===== config.mk =====
export PLATFORM = sky130hd
export DESIGN_NAME = i2c_master_byte_engine
export DESIGN_NICKNAME = d
export VERILOG_FILES = /design/src/sv/i2cm_pkg.sv /design/src/sv/i2c_master_byte_engine.sv /design/src/sv/i2cm_front.sv /design/src/sv/i2cm_fifo.sv /design/src/sv/i2cm_back.sv
export VERILOG_INCLUDE_DIRS = /design/src /design/src/sv
export SDC_FILE = /design/constraint.sdc
export NUM_CORES = 1
export LEC_CHECK = 0
export BUFFER_PORTS_ARGS = -buffer_cell sky130_fd_sc_hd__buf_2
export CORE_UTILIZATION = 45
export CTS_CLUSTER_SIZE = 8
export DETAILED_ROUTE_END_ITERATION = 8
export PLACE_DENSITY = 0.7
export SYNTH_ARGS = -nofsm -noshare
export SYNTH_HDL_FRONTEND = slang
export SYNTH_SLANG_ARGS = --single-unit
export TNS_END_PERCENT = 50

===== constraint.sdc =====
create_clock -name i_clk -period 11.19 [get_ports i_clk]
set_input_delay 1.6785 -clock i_clk [delete_from_list [all_inputs] [get_ports i_clk]]
set_output_delay 1.6785 -clock i_clk [all_outputs]
set_load 0.05 [all_outputs]

===== src/sv/i2c_master_byte_engine_defines.svh =====
// Assertion macros shared by the I2C master byte engine RTL.
// Included by the modules that carry concurrent assertions; no other dependencies.
`ifndef I2C_MASTER_BYTE_ENGINE_DEFINES_SVH
`define I2C_MASTER_BYTE_ENGINE_DEFINES_SVH

// Check a condition at every clock edge outside reset.
`define I2CM_ASSERT(lbl, clk, rstn, prop, msg) \
    lbl: assert property (@(posedge clk) disable iff (!rstn) (prop)) else $error(msg);

// Check that a condition in one cycle implies another one in the next cycle.
`define I2CM_ASSERT_NEXT(lbl, clk, rstn, cond, nxt, msg) \
    lbl: assert property (@(posedge clk) disable iff (!rstn) (cond) |=> (nxt)) else $error(msg);

`endif


===== src/sv/i2cm_pkg.sv =====
// Shared types and constants of the I2C master byte engine.
// Used by every module of the block; depends on nothing else.
`default_nettype none

package i2cm_pkg;

    // Width and reset value of the quarter-bit delay register.
    localparam int QP_W = 16;
    localparam logic [QP_W-1:0] QP_RESET = 16'd3000;

    // Default depth of the queue between front and back.
    localparam int QUEUE_DEPTH_DEF = 2;

    // Function codes on the input channel.
    localparam logic [2:0] FUNC_TICK  = 3'd0;
    localparam logic [2:0] FUNC_START = 3'd1;
    localparam logic [2:0] FUNC_STOP  = 3'd2;
    localparam logic [2:0] FUNC_WRITE = 3'd3;
    localparam logic [2:0] FUNC_READ  = 3'd4;

    // Input item as it arrives on the port.
    typedef struct packed {
        logic [2:0] func;
        logic [7:0] data_byte;
        logic       send_ack;
        logic       sda_in;
        logic       scl_in;
    } t_item;

    // Result item as it leaves on the port.
    typedef struct packed {
        logic       sda_release;
        logic       scl_release;
        logic       busy_res;
        logic       done_res;
        logic [7:0] rx_byte;
        logic       nack_seen;
        logic       cmd_error;
    } t_result;

    // Classified item kind produced by the front.
    typedef enum logic [2:0] {
        K_TICK  = 3'd0,
        K_START = 3'd1,
        K_STOP  = 3'd2,
        K_WRITE = 3'd3,
        K_READ  = 3'd4
    } t_kind;

    // Classified item carried through the queue.
    typedef struct packed {
        t_kind      kind;
        logic [7:0] data_byte;
        logic       send_ack;
        logic       sda_in;
        logic       scl_in;
    } t_cmd;

    // Line sequencer phases, one-hot.
    typedef enum logic [12:0] {
        PH_IDLE  = 13'b0000000000001,
        PH_STA1  = 13'b0000000000010,
        PH_STA2  = 13'b0000000000100,
        PH_STA3  = 13'b0000000001000,
        PH_STO1  = 13'b0000000010000,
        PH_STO2  = 13'b0000000100000,
        PH_STO3  = 13'b0000001000000,
        PH_WLOW  = 13'b0000010000000,
        PH_WRISE = 13'b0000100000000,
        PH_WHIGH = 13'b0001000000000,
        PH_RLOW  = 13'b0010000000000,
        PH_RRISE = 13'b0100000000000,
        PH_RHIGH = 13'b1000000000000
    } t_phase;

endpackage

`default_nettype wire


===== src/sv/i2c_master_byte_engine.sv =====
// I2C master byte engine top level: front stage, queue and back stage.
// Depends on i2cm_pkg, i2cm_front, i2cm_fifo and i2cm_back.
//
// Usage: the input channel carries one item per transaction: a timing tick with
// the sampled SDA and SCL levels, or a start, stop, write-byte or read-byte
// command. Every accepted item yields exactly one result transaction with the
// line drive levels, busy and done flags, the last received byte, the write
// acknowledge status and a flag for a command refused while busy.
// An accepted item passes the front holding register and the queue, and the
// sequencer step writes its result into the result register.
// Throughput: one item per cycle unless the receiver stalls; the sequencer
// retires one item per cycle and the quarter-bit delay counter advances once
// per tick item. The queue between front and back holds QUEUE_DEPTH items, so
// the input side keeps accepting while a result waits; once the receiver stalls
// long enough for the queue and the front register to fill, o_in_stall rises.
// Reset: synchronous, active low; releases both lines, idles the sequencer and
// resets the quarter period to 3000, which the user writes via i_cfg_wr_en and
// i_cfg_wr_data only while no transaction is in flight; the block does not enforce this.
`default_nettype none

module i2c_master_byte_engine #(
    parameter int QUEUE_DEPTH = i2cm_pkg::QUEUE_DEPTH_DEF
) (
    input  wire logic                      i_clk,
    input  wire logic                      i_rst_n,
    input  wire logic                      i_cfg_wr_en,
    input  wire logic [i2cm_pkg::QP_W-1:0] i_cfg_wr_data,
    input  wire logic                      i_in_valid,
    output logic                           o_in_stall,
    input  wire i2cm_pkg::t_item           i_in_item,
    output logic                           o_out_valid,
    input  wire logic                      i_out_stall,
    output i2cm_pkg::t_result              o_out_res
);
    import i2cm_pkg::*;

    logic  w_fifo_full;
    logic  w_push;
    t_cmd  w_push_cmd;
    logic  w_fifo_valid;
    t_cmd  w_head;
    logic  w_pop;

    i2cm_front u_front (
        .i_clk       (i_clk),
        .i_rst_n     (i_rst_n),
        .i_in_valid  (i_in_valid),
        .o_in_stall  (o_in_stall),
        .i_in_item   (i_in_item),
        .i_fifo_full (w_fifo_full),
        .o_push      (w_push),
        .o_push_cmd  (w_push_cmd)
    );

    i2cm_fifo #(
        .DEPTH (QUEUE_DEPTH)
    ) u_fifo (
        .i_clk      (i_clk),
        .i_rst_n    (i_rst_n),
        .i_push     (w_push),
        .i_push_cmd (w_push_cmd),
        .o_full     (w_fifo_full),
        .o_valid    (w_fifo_valid),
        .o_head     (w_head),
        .i_pop      (w_pop)
    );

    i2cm_back u_back (
        .i_clk         (i_clk),
        .i_rst_n       (i_rst_n),
        .i_cfg_wr_en   (i_cfg_wr_en),
        .i_cfg_wr_data (i_cfg_wr_data),
        .i_fifo_valid  (w_fifo_valid),
        .i_cmd         (w_head),
        .o_pop         (w_pop),
        .o_out_valid   (o_out_valid),
        .i_out_stall   (i_out_stall),
        .o_out_res     (o_out_res)
    );

endmodule

`default_nettype wire


===== src/sv/i2cm_front.sv =====
// Front stage of the I2C master byte engine: accepts input items and classifies them.
// Depends on i2cm_pkg; feeds the queue in i2cm_fifo.
`default_nettype none

module i2cm_front (
    input  wire logic           i_clk,
    input  wire logic           i_rst_n,
    input  wire logic           i_in_valid,
    output logic                o_in_stall,
    input  wire i2cm_pkg::t_item i_in_item,
    input  wire logic           i_fifo_full,
    output logic                o_push,
    output i2cm_pkg::t_cmd      o_push_cmd
);
    import i2cm_pkg::*;

    logic   r_valid;
    logic   n_valid;
    t_cmd   r_cmd;
    t_cmd   w_cmd;
    logic   w_accept;

    // Map the function code onto a command kind; unused codes behave as ticks.
    always_comb begin
        w_cmd.data_byte = i_in_item.data_byte;
        w_cmd.send_ack  = i_in_item.send_ack;
        w_cmd.sda_in    = i_in_item.sda_in;
        w_cmd.scl_in    = i_in_item.scl_in;
        unique case (i_in_item.func)
            FUNC_START: w_cmd.kind = K_START;
            FUNC_STOP:  w_cmd.kind = K_STOP;
            FUNC_WRITE: w_cmd.kind = K_WRITE;
            FUNC_READ:  w_cmd.kind = K_READ;
            default:    w_cmd.kind = K_TICK;
        endcase
    end

    // The holding register empties into the queue whenever the queue has room.
    assign o_push     = r_valid && !i_fifo_full;
    assign o_push_cmd = r_cmd;
    assign o_in_stall = r_valid && i_fifo_full;
    assign w_accept   = i_in_valid && !o_in_stall;

    always_comb begin
        n_valid = r_valid;
        if (w_accept) begin
            n_valid = 1'b1;
        end else if (o_push) begin
            n_valid = 1'b0;
        end
    end

    always_ff @(posedge i_clk) begin
        if (!i_rst_n) begin
            r_valid <= 1'b0;
        end else begin
            r_valid <= n_valid;
        end
    end

    always_ff @(posedge i_clk) begin
        if (w_accept) begin
            r_cmd <= w_cmd;
        end
    end

endmodule

`default_nettype wire


===== src/sv/i2cm_fifo.sv =====
// Short queue of classified items between the front and the back of the engine.
// Depends on i2cm_pkg for the item type and the assertion macro header.
`default_nettype none
`include "i2c_master_byte_engine_defines.svh"

module i2cm_fifo #(
    parameter int DEPTH = i2cm_pkg::QUEUE_DEPTH_DEF
) (
    input  wire logic           i_clk,
    input  wire logic           i_rst_n,
    input  wire logic           i_push,
    input  wire i2cm_pkg::t_cmd i_push_cmd,
    output logic                o_full,
    output logic                o_valid,
    output i2cm_pkg::t_cmd      o_head,
    input  wire logic           i_pop
);
    import i2cm_pkg::*;

    localparam int AW = $clog2(DEPTH);
    localparam int CW = $clog2(DEPTH + 1);

    t_cmd            r_mem [DEPTH];
    logic [AW-1:0]   r_wr_ptr;
    logic [AW-1:0]   n_wr_ptr;
    logic [AW-1:0]   r_rd_ptr;
    logic [AW-1:0]   n_rd_ptr;
    logic [CW-1:0]   r_count;
    logic [CW-1:0]   n_count;

    assign o_full  = (r_count == CW'(DEPTH));
    assign o_valid = (r_count != '0);
    assign o_head  = r_mem[r_rd_ptr];

    // Pointers wrap at the queue depth, which need not be a power of two.
    always_comb begin
        n_wr_ptr = r_wr_ptr;
        n_rd_ptr = r_rd_ptr;
        if (i_push) begin
            n_wr_ptr = (r_wr_ptr == AW'(DEPTH - 1)) ? '0 : r_wr_ptr + AW'(1);
        end
        if (i_pop) begin
            n_rd_ptr = (r_rd_ptr == AW'(DEPTH - 1)) ? '0 : r_rd_ptr + AW'(1);
        end
        unique case ({i_push, i_pop})
            2'b10:   n_count = r_count + CW'(1);
            2'b01:   n_count = r_count - CW'(1);
            default: n_count = r_count;
        endcase
    end

    always_ff @(posedge i_clk) begin
        if (!i_rst_n) begin
            r_wr_ptr <= '0;
            r_rd_ptr <= '0;
            r_count  <= '0;
        end else begin
            r_wr_ptr <= n_wr_ptr;
            r_rd_ptr <= n_rd_ptr;
            r_count  <= n_count;
        end
    end

    always_ff @(posedge i_clk) begin
        if (i_push) begin
            r_mem[r_wr_ptr] <= i_push_cmd;
        end
    end

    // The fill level never passes the depth.
    `I2CM_ASSERT(a_fifo_count, i_clk, i_rst_n, r_count <= CW'(DEPTH), "queue overfilled")

endmodule

`default_nettype wire


===== src/sv/i2cm_back.sv =====
// Back stage of the I2C master byte engine: phase sequencer, delay counter and result register.
// Depends on i2cm_pkg and the assertion macro header; takes items from i2cm_fifo.
`default_nettype none
`include "i2c_master_byte_engine_defines.svh"

module i2cm_back (
    input  wire logic                          i_clk,
    input  wire logic                          i_rst_n,
    input  wire logic                          i_cfg_wr_en,
    input  wire logic [i2cm_pkg::QP_W-1:0]     i_cfg_wr_data,
    input  wire logic                          i_fifo_valid,
    input  wire i2cm_pkg::t_cmd                i_cmd,
    output logic                               o_pop,
    output logic                               o_out_valid,
    input  wire logic                          i_out_stall,
    output i2cm_pkg::t_result                  o_out_res
);
    import i2cm_pkg::*;

    // Configuration and sequencer state.
    logic [QP_W-1:0] r_qp;
    t_phase          r_phase;
    t_phase          n_phase;
    logic [3:0]      r_bit_count;
    logic [3:0]      n_bit_count;
    logic [7:0]      r_shift;
    logic [7:0]      n_shift;
    logic [QP_W-1:0] r_delay;
    logic [QP_W-1:0] n_delay;
    logic            r_sda;
    logic            n_sda;
    logic            r_scl;
    logic            n_scl;
    logic            r_ack;
    logic            n_ack;
    logic [7:0]      r_last_rx;
    logic [7:0]      n_last_rx;

    // Result register.
    logic            r_out_valid;
    t_result         r_out;

    // Helper terms.
    logic [QP_W-1:0] w_q;
    logic            w_elapsed;
    logic [QP_W-1:0] w_delay_step;
    logic            w_reading;
    logic [3:0]      w_bc_inc;
    logic [7:0]      w_shift_nx;
    logic            w_done;
    logic            w_nack;
    logic            w_err;

    // One item is retired per cycle whenever the result register can take it.
    assign o_pop = i_fifo_valid && (!r_out_valid || !i_out_stall);

    // A timed phase lasts the configured number of ticks; zero counts as one.
    assign w_q          = (r_qp == '0) ? QP_W'(1) : r_qp;
    assign w_elapsed    = ({1'b0, r_delay} + (QP_W + 1)'(1)) >= {1'b0, w_q};
    assign w_delay_step = w_elapsed ? '0 : r_delay + QP_W'(1);
    assign w_reading    = (r_phase == PH_RLOW) || (r_phase == PH_RRISE)
                          || (r_phase == PH_RHIGH);
    assign w_bc_inc     = r_bit_count + 4'd1;
    assign w_shift_nx   = {r_shift[6:0], w_reading ? i_cmd.sda_in : 1'b0};

    // Next state of the line sequencer.
    always_comb begin
        n_phase     = r_phase;
        n_bit_count = r_bit_count;
        n_shift     = r_shift;
        n_delay     = r_delay;
        n_sda       = r_sda;
        n_scl       = r_scl;
        n_ack       = r_ack;
        n_last_rx   = r_last_rx;
        w_done      = 1'b0;
        w_nack      = 1'b0;
        w_err       = 1'b0;
        if (i_cmd.kind != K_TICK) begin
            // A command is taken only when the sequencer is idle.
            if (r_phase != PH_IDLE) begin
                w_err = 1'b1;
            end else begin
                n_delay = '0;
                unique case (i_cmd.kind)
                    K_START: begin
                        n_phase = PH_STA1;
                        n_sda   = 1'b1;
                        n_scl   = 1'b1;
                    end
                    K_STOP: begin
                        n_phase = PH_STO1;
                        n_sda   = 1'b0;
                        n_scl   = 1'b0;
                    end
                    K_WRITE: begin
                        n_bit_count = '0;
                        n_shift     = i_cmd.data_byte;
                        n_ack       = ~i_cmd.send_ack;
                        n_phase     = PH_WLOW;
                        n_scl       = 1'b0;
                        n_sda       = i_cmd.data_byte[7];
                    end
                    K_READ: begin
                        n_bit_count = '0;
                        n_shift     = '0;
                        n_ack       = ~i_cmd.send_ack;
                        n_phase     = PH_RLOW;
                        n_scl       = 1'b0;
                        n_sda       = 1'b1;
                    end
                    default: begin
                        n_phase = r_phase;
                    end
                endcase
            end
        end else begin
            unique case (r_phase)
                PH_STA1: begin
                    n_delay = w_delay_step;
                    if (w_elapsed) begin
                        n_phase = PH_STA2;
                        n_sda   = 1'b0;
                    end
                end
                PH_STA2: begin
                    n_delay = w_delay_step;
                    if (w_elapsed) begin
                        n_phase = PH_STA3;
                        n_scl   = 1'b0;
                    end
                end
                PH_STA3, PH_STO3: begin
                    n_delay = w_delay_step;
                    if (w_elapsed) begin
                        n_phase = PH_IDLE;
                        w_done  = 1'b1;
                    end
                end
                PH_STO1: begin
                    n_delay = w_delay_step;
                    if (w_elapsed) begin
                        n_phase = PH_STO2;
                        n_scl   = 1'b1;
                    end
                end
                PH_STO2: begin
                    n_delay = w_delay_step;
                    if (w_elapsed) begin
                        n_phase = PH_STO3;
                        n_sda   = 1'b1;
                    end
                end
                PH_WLOW, PH_RLOW: begin
                    n_delay = w_delay_step;
                    if (w_elapsed) begin
                        n_phase = w_reading ? PH_RRISE : PH_WRISE;
                        n_scl   = 1'b1;
                    end
                end
                // Wait here while the slave holds SCL low.
                PH_WRISE, PH_RRISE: begin
                    if (i_cmd.scl_in) begin
                        n_phase = w_reading ? PH_RHIGH : PH_WHIGH;
                        n_delay = '0;
                    end
                end
                // SDA is sampled at the end of the high phase.
                PH_WHIGH, PH_RHIGH: begin
                    n_delay = w_delay_step;
                    if (w_elapsed) begin
                        n_scl = 1'b0;
                        if (r_bit_count[3]) begin
                            n_phase     = PH_IDLE;
                            w_done      = 1'b1;
                            n_bit_count = '0;
                            if (w_reading) begin
                                n_last_rx = r_shift;
                                n_sda     = 1'b1;
                            end else begin
                                w_nack = i_cmd.sda_in;
                                n_sda  = 1'b0;
                            end
                        end else begin
                            n_shift     = w_shift_nx;
                            n_bit_count = w_bc_inc;
                            n_phase     = w_reading ? PH_RLOW : PH_WLOW;
                            // Data bit, or the acknowledge slot after the eighth bit.
                            if (w_bc_inc[3]) begin
                                n_sda = w_reading ? r_ack : 1'b1;
                            end else begin
                                n_sda = w_reading ? 1'b1 : r_shift[6];
                            end
                        end
                    end
                end
                default: begin
                    n_phase = PH_IDLE;
                end
            endcase
        end
    end

    // Configuration register.
    always_ff @(posedge i_clk) begin
        if (!i_rst_n) begin
            r_qp <= QP_RESET;
        end else if (i_cfg_wr_en) begin
            r_qp <= i_cfg_wr_data;
        end
    end

    // Sequencer state advances on each retired item.
    always_ff @(posedge i_clk) begin
        if (!i_rst_n) begin
            r_phase     <= PH_IDLE;
            r_bit_count <= '0;
            r_shift     <= '0;
            r_delay     <= '0;
            r_sda       <= 1'b1;
            r_scl       <= 1'b1;
            r_ack       <= 1'b0;
            r_last_rx   <= '0;
        end else if (o_pop) begin
            r_phase     <= n_phase;
            r_bit_count <= n_bit_count;
            r_shift     <= n_shift;
            r_delay     <= n_delay;
            r_sda       <= n_sda;
            r_scl       <= n_scl;
            r_ack       <= n_ack;
            r_last_rx   <= n_last_rx;
        end
    end

    // Result register with its valid flag.
    always_ff @(posedge i_clk) begin
        if (!i_rst_n) begin
            r_out_valid <= 1'b0;
        end else if (o_pop) begin
            r_out_valid <= 1'b1;
        end else if (!i_out_stall) begin
            r_out_valid <= 1'b0;
        end
    end

    always_ff @(posedge i_clk) begin
        if (o_pop) begin
            r_out.sda_release <= n_sda;
            r_out.scl_release <= n_scl;
            r_out.busy_res    <= (n_phase != PH_IDLE);
            r_out.done_res    <= w_done;
            r_out.rx_byte     <= n_last_rx;
            r_out.nack_seen   <= w_nack;
            r_out.cmd_error   <= w_err;
        end
    end

    assign o_out_valid = r_out_valid;
    assign o_out_res   = r_out;

    // A finished command always leaves the sequencer idle.
    `I2CM_ASSERT(a_done_idle, i_clk, i_rst_n, r_out_valid && r_out.done_res |-> !r_out.busy_res, "done while busy")
    // A rejected command never completes anything.
    `I2CM_ASSERT(a_err_nodone, i_clk, i_rst_n, r_out_valid && r_out.cmd_error |-> !r_out.done_res, "error with done")
    // The bit counter is cleared whenever the sequencer rests.
    `I2CM_ASSERT(a_idle_count, i_clk, i_rst_n, r_phase != PH_IDLE || r_bit_count == 4'd0, "bit count not cleared")
    // While SCL is stretched the rise phase holds.
    `I2CM_ASSERT_NEXT(a_stretch, i_clk, i_rst_n, o_pop && i_cmd.kind == K_TICK && !i_cmd.scl_in && (r_phase == PH_WRISE || r_phase == PH_RRISE), $stable(r_phase), "left rise phase while stretched")

endmodule

`default_nettype wire

Word-level counts from Yosys, hierarchy flattened --
Memories as Yosys holds them, arrays and structs flattened. A register that Yosys moved wholly into a read port is not among the register bits. Cells that the tools add are included. Widths: inputs -> output; s select.
Operators by class: $add $sub $neg 7, multipliers 0, divide/modulo/power cells 0, magnitude comparators 1, eq/ne operators 31, shift-type cells 0, mux-type cells 75, bitwise gates (word level) 5, reduce and logical (&&, ||, !) cells 34
Operators by type and width (count):
- $mux 13 | 12
- $pmux 13 s8 | 1
- $mux 16 | 5
- $mux 8 | 10
- $pmux 13 s4 | 1
- $pmux 16 s2 | 1
- $mux 1 | 29
- $ne 13x1->1 const B | 2
- $mux 4 | 6
- $add 16x1->17 const B | 1
- $ge 17x16->1 | 1
- $add 16x1->16 const B | 1
- $logic_not 16->1 | 1
- $pmux 8 s2 | 1
- $eq 13x10->1 const B | 1
- $eq 13x11->1 const B | 1
- $eq 13x12->1 const B | 1
- $eq 13x13->1 const B | 1
- $eq 13x2->1 const B | 1
- $eq 13x3->1 const B | 1
- $eq 13x4->1 const B | 1
- $eq 13x5->1 const B | 1
- $eq 13x6->1 const B | 1
- $eq 13x7->1 const B | 1
- other kinds (34) | 71
Storage, ports and cells: register bits 102, latch bits 0, memory bits (writable) 28, bits in read-only memories 0, bits of input ports 35, output and inout port bits 16, logic and storage cells 180, memories kept 1
Memory list:
- u_fifo.r_mem | depth 2, width 14, rd ports 1, clocked after Yosys merged registers in 1, wr ports 1, RTL line i2cm_fifo.sv:23 | t_cmd r_mem [DEPTH];

Longest topological paths before layout --
depth in word-level cells 9, depth in mapped cells 17, mapped depth without buffers 15

By module --
Synthesis repeated with hierarchy kept, for this count alone.
Second synthesis, totals: cells, all modules 699, area total of the unflattened synthesis 6906.6 um^2
Modules (own cells, without submodules):
- i2cm_back | times used 1, cells an instance 612, area an instance 5193.7 um^2, seq. area each 1801.7 um^2
- i2cm_fifo | times used 1, cells an instance 65, area an instance 1222.4 um^2, seq. area each 940.9 um^2
- i2cm_front | times used 1, cells an instance 22, area an instance 490.5 um^2, seq. area each 440.4 um^2

Worst setup path after synthesis --
Ideal clock, no wire load.
path kind register to register, from reg u_back.r_delay[0], to reg u_back.r_out, in the netlist u_back.o_out_res[11] (data pin), setup time 272 ps, arrival time 3856 ps, data required time 10918 ps, slack 7063 ps, cell stages (with the launch flop) 16, path buffers 1, clock period less this slack 4127 ps, cells stage by stage dfxtp_1 > ha_1 > and4_1 > and4_1 > nand3_1 > nor2_1 > xor2_1 > ha_1 > a21o_1 > a2111oi_0 > o221ai_1 > buf_2 > mux2i_1 > o21a_1 > nand4_1 > or4_1
Between the ends: longest elaborated chain between the ends 6, elaborated cells between the ends (all ways) 12, classes of those cells 1 x add/sub; 1 x order compare; 1 x eq/ne; 9 x mux
Ends and longest elaborated chain:
- start: declaration | RTL line i2cm_back.sv:28 | logic [QP_W-1:0] r_delay;
- start signal: assignment | RTL line i2cm_back.sv:228 | r_delay <= n_delay;
- $add 16x1->17 (*) | RTL line i2cm_back.sv:59 | assign w_elapsed = ({1'b0, r_delay} + (QP_W + 1)'(1)) >= {1'b0, w_q};
- $ge 17x16->1 (*) | RTL line i2cm_back.sv:59
- $mux 13 (tied with other cells) | RTL line i2cm_back.sv:171 | if (w_elapsed) begin
- $pmux 13 s8 (*) | RTL line i2cm_back.sv:118 | unique case (r_phase)
- $mux 13 (*) | RTL line i2cm_back.sv:79 | if (i_cmd.kind != K_TICK) begin
- $ne 13x1->1 (*) | RTL line i2cm_back.sv:251 | r_out.busy_res <= (n_phase != PH_IDLE);
- end: declaration | RTL line i2cm_back.sv:41 | t_result r_out;
Mark *: on every way between the ends. The rest lies on a longest branch, timed or not. A chain may end at the register's enable or synchronous reset.

Worst setup path in the final report --
from reg u_back.r_delay[0], to reg u_back.r_delay[5]
Between the ends: longest elaborated chain between the ends 5, elaborated cells between the ends (all ways) 6, classes of those cells 2 x add/sub; 1 x order compare; 3 x mux
Ends and longest elaborated chain:
- $add 16x1->17 | RTL line i2cm_back.sv:59
- $ge 17x16->1 | RTL line i2cm_back.sv:59
- $mux 16 (*) | RTL line i2cm_back.sv:60 | assign w_delay_step = w_elapsed ? '0 : r_delay + QP_W'(1);
- $pmux 16 s2 (*) | RTL line i2cm_back.sv:118
- $mux 16 (*) | RTL line i2cm_back.sv:79
Marks and branches as above.

==> metrics.sh <==
ARRIVAL_NS=5.42
CTSHTREEMAXLEVEL=4
DRC=0
FINISH.NET_COUNT=767
POST_CTS_SETUP_DRIVEN_BUFFER_INSERTION_COUNT=0
CTS-BUFFERS-INSERTED=17
AVGROUTEDWIREPERCELL_MICRONS=16.9
SYN-NUM-NETS=734
SYNTH_CELLS=679
DRTANTENNAVIOLNETS=0
LAYOUT-DRIVE-GT1-SHARE=0.157
ROUTE.DETAILED.VIAS_PER_INST=5.84
CLOCK_TREE_FROM_TRITONCTS='done'
CP-START-KIND='flop'
CP-END-KIND='flop'
TOTAL_VIAS_IN_THE_FINAL_ROUTE=5312
LAYOUT_COMMON_CELLS='sky130_fd_sc_hd__dfxtp_1, sky130_fd_sc_hd__nor2_1, sky130_fd_sc_hd__edfxtp_1'
SYNTH.DISTINCT_CELLS=70
SYNTH-EDFF-COUNT=56
WORST_SKEW_PAIR.LATE_LATENCY_NS=0.43
POST_SYNTH_INSTANCE_AREA_SQ_UM=6630
DRTPASS1ITERATIONS=5
IR_WORST_VDD_uV=203
CORE_SQ_UM=14500
HOLD_CLASS='flop to flop'
GRT_MAX_DEGREE=58
DIE_AREA_SQ_UM=15200
CRITPATHKIND='flop to flop'
SYNTH-COMPOUND-AREA-SHARE=0.139
YS_DOMINANT_REG_CELL='sky130_fd_sc_hd__dfxtp_1'
FINAL_DESIGN_AREA_NO_FILL_SQ_UM=7580
DOMINANT_COMBINATIONAL_CELL_FAMILY_BY_AREA_AFTER_SYNTHESIS='simple AND/OR/NAND/NOR gates'
TRACK_USAGE=0.211
DP_HPWL_MM=10.8
CTS_HOLD_REPAIR.BUFFERS=0
RSZ_0062_RAISED_AFTER_GLOBAL_ROUTING='no'
CLOCK.FMAX_GHz=0.197
LAYOUT_COMMONEST_CELL='sky130_fd_sc_hd__dfxtp_1'
YOSYSSEQAREASHARE=0.480
FLOPS_LATCHES_SYNTH=131
CTS_RESIZED=0
PERIOD_NEEDED_NS=5.08
POWERDENSITY_nW_PER_UM2=240
CTS.SINK_COUNT=131
DIE_W_MICRONS=123
GRT_PASS1_WL_MM=24.6
SETUP_VIOL_COUNT_FINAL=0
YOSYS.AREA_SHARE.SIMPLE=0.202
PATH_MAX_FANOUT=23
CLOCK_TREE.BUFFER_DEPTH=2
YOSYS_WARNINGS=0
LAYOUT_WORST_PATH_CYCLE_SHARE=0.454
DESIGN.PORTCOUNT=51
SYN_TO_FINAL_GROWTH_PCT=14.4
CLK_TRANSITION_REPORTED_PATHS_NS=0.06
INITIAL_UTILIZATION=0.458
SYNTH_XOR_AREA_FRAC=0.0330
DRV.MAX_CAP_VIOLATION_COUNT=0
POST_SYNTH_MUX_AREA_SHARE=0.0670
GRT_OVERFLOW=0
PER_INSTANCE_AVERAGE_AREA_AFTER_SYNTHESIS_SQ_UM=9.77
DIE_HT_MICRONS=123
STD_CELL_ROWS=44
FIN_TNS_SETUP_NS=0
POSTLAYOUTCOREUTIL=0.524
POWER.LEAKAGE_nW=3.05
WORST_CLOCK_SKEW_NS=0.0100
DETAILED_ROUTE_WIRE_LENGTH_MM=15.4
TRANSITION_TIME_AT_THE_PIN_WITH_THE_LEAST_SLEW_MARGIN_NS=1.17
LAYOUT.FILLER_CELLS=1314
CTS_ROOT_BUFFER='sky130_fd_sc_hd__clkbuf_16'
DR.FIRST_ITER.DRC_COUNT=411
RELSLEWSLACK=0.221
ANTENNA_FOUND_INITIAL=0
NUMBER_OF_GLOBAL_ROUTE_VIAS_BEFORE_REPAIR=4974
WORSTPATHREQUIRED_NS=11.53
GP_CONGESTION=0.971
BUFFER_PORTS.INSERTED=50
RESULT_OF_THE_RUN='complete, no violations'
REPORT.FINAL.HOLD_VIOL_COUNT=0
YOSYS.AREA_SHARE.ADDER=0.0394
PLACEMENT_STAGE_CELL_AREA_SQ_UM=6980
ANTENNA-DIODE-COUNT=0
SYNTHARSTFLOPSHARE=0
TIMING.FINAL.MAX_SLEW_VIOLATIONS=0
metrics by stage:
step / setup slack [ns] / hold slack, ns / instances / power [mW]
after floorplan: 7.06 / 0.421 / 679 / 1.11
after global placement: 6.46 / 0.423 / 877 / 1.24
after detailed placement: 6.19 / 0.431 / 877 / 1.25
after CTS: 6.14 / 0.444 / 909 / 1.82
after global routing: 5.80 / 0.452 / 909 / 1.91
final: 6.11 / 0.441 / 909 / 1.82
logic make-up (layout without fill, tap and decap cells):
kind of cell,count (synthesis),after routing
and+or+nand+nor,253,253
muxes,43,43
buffers and inverters,66,112
adders and majority gates,21,21
AOI/OAI and AO/OA,140,140
xor gates and xnor gates,25,25
DFF,131,131
critical path, stage by stage (launching register included):
cell and delay [ns]:
sky130_fd_sc_hd__dfxtp_1 0.39, sky130_fd_sc_hd__ha_1 0.28, sky130_fd_sc_hd__and4_1 0.26, sky130_fd_sc_hd__and4_1 0.29
sky130_fd_sc_hd__nand3_1 0.24, sky130_fd_sc_hd__nor2_1 0.21, sky130_fd_sc_hd__xor2_1 0.23, sky130_fd_sc_hd__ha_1 0.28
sky130_fd_sc_hd__a21o_1 0.19, sky130_fd_sc_hd__a2111oi_0 0.56, sky130_fd_sc_hd__o221ai_1 0.68, sky130_fd_sc_hd__or3_4 0.70
sky130_fd_sc_hd__or4_1 0.51, sky130_fd_sc_hd__a21oi_1 0.17
power by group:
group          total (mW)  switching (mW)  internal, mW
clock               0.565           0.208         0.356
sequential          0.664          0.0728         0.592
combinational       0.591           0.385         0.205
sequential cells by signal, summed over array words and instances, names as in the netlist, 2 cells and up, named ones only:
signal and cells:
u_front.o_push_cmd 14, u_back.o_out_res 14, u_fifo.r_mem 28, u_fifo.r_count 2, u_back.r_shift 8, u_back.r_qp 16
u_back.r_delay 16, u_back.r_bit_count 4, u_back.r_phase 13, u_back.r_last_rx 8
final timing paths:
path | from | to | slack, ns | depth (start not counted)
setup / recovery | u_back.r_delay[0] | u_back.r_delay[5] | 6.11 | 13
hold / removal | u_front.o_push_cmd[11] | u_fifo.r_mem[0][11] | 0.44 | 0
setup reg to reg | u_back.r_delay[0] | u_back.r_delay[5] | 6.11 | 13
hold reg to reg | u_front.o_push_cmd[11] | u_fifo.r_mem[0][11] | 0.44 | 0
routing by layer:
metal / wire (microns) / track usage / up-vias
met1: 6720 / 0.258 / 2553
met5: 0 / 0 / -
met4: 361 / 0.0881 / 0
met3: 802 / 0.0586 / 30
met2: 7490 / 0.349 / 162
li1: - / - / 2567
synth_stat cells (3+ instances only):
| master | number | area, sq um |
|---|---|---|
| sky130_fd_sc_hd__nand2_1 | 44 | 165 |
| sky130_fd_sc_hd__o21ai_0 | 36 | 180 |
| sky130_fd_sc_hd__ha_1 | 20 | 250 |
| sky130_fd_sc_hd__nand4_1 | 13 | 81.3 |
| sky130_fd_sc_hd__or3_1 | 3 | 18.8 |
| sky130_fd_sc_hd__mux2i_1 | 32 | 320 |
| sky130_fd_sc_hd__or4_1 | 13 | 97.6 |
| sky130_fd_sc_hd__o31ai_1 | 4 | 30.0 |
| sky130_fd_sc_hd__nor3b_1 | 3 | 22.5 |
| sky130_fd_sc_hd__mux2_2 | 11 | 124 |
| sky130_fd_sc_hd__nor2b_1 | 7 | 43.8 |
| sky130_fd_sc_hd__nor3_1 | 20 | 100 |
| sky130_fd_sc_hd__inv_1 | 25 | 93.8 |
| sky130_fd_sc_hd__nand4b_1 | 5 | 43.8 |
| sky130_fd_sc_hd__and3_1 | 7 | 43.8 |
| sky130_fd_sc_hd__a31oi_1 | 3 | 18.8 |
| sky130_fd_sc_hd__buf_1 | 4 | 15.0 |
| sky130_fd_sc_hd__clkbuf_1 | 28 | 105 |
| sky130_fd_sc_hd__nor2_1 | 72 | 270 |
| sky130_fd_sc_hd__edfxtp_1 | 56 | 1680 |
| sky130_fd_sc_hd__nand3_1 | 18 | 90.1 |
| sky130_fd_sc_hd__a211oi_1 | 8 | 60.1 |
| sky130_fd_sc_hd__xor2_1 | 13 | 114 |
| sky130_fd_sc_hd__or2_2 | 3 | 18.8 |
| sky130_fd_sc_hd__and4_1 | 4 | 35.0 |
| sky130_fd_sc_hd__o211ai_1 | 10 | 75.1 |
| sky130_fd_sc_hd__xnor2_1 | 12 | 105 |
| sky130_fd_sc_hd__o211a_1 | 9 | 90.1 |
| sky130_fd_sc_hd__buf_2 | 7 | 35.0 |
| sky130_fd_sc_hd__dfxtp_1 | 75 | 1500 |
| sky130_fd_sc_hd__a21oi_1 | 41 | 205 |
| sky130_fd_sc_hd__nor4_1 | 8 | 50.1 |
| sky130_fd_sc_hd__nand2b_1 | 17 | 106 |
layout make-up:
type                            instances  area, sq um  area share
Sequential cell                       131         3180       0.420
Multi-Input combinational cell        482         3190       0.420
Timing Repair Buffer                   54          280      0.0370
Tap cell                              184          230      0.0304
Inverter                               26         97.6      0.0129
Clock buffer                           20          447      0.0589
Clock inverter                         12          158      0.0208
Power figures use the tool's default switching activity.
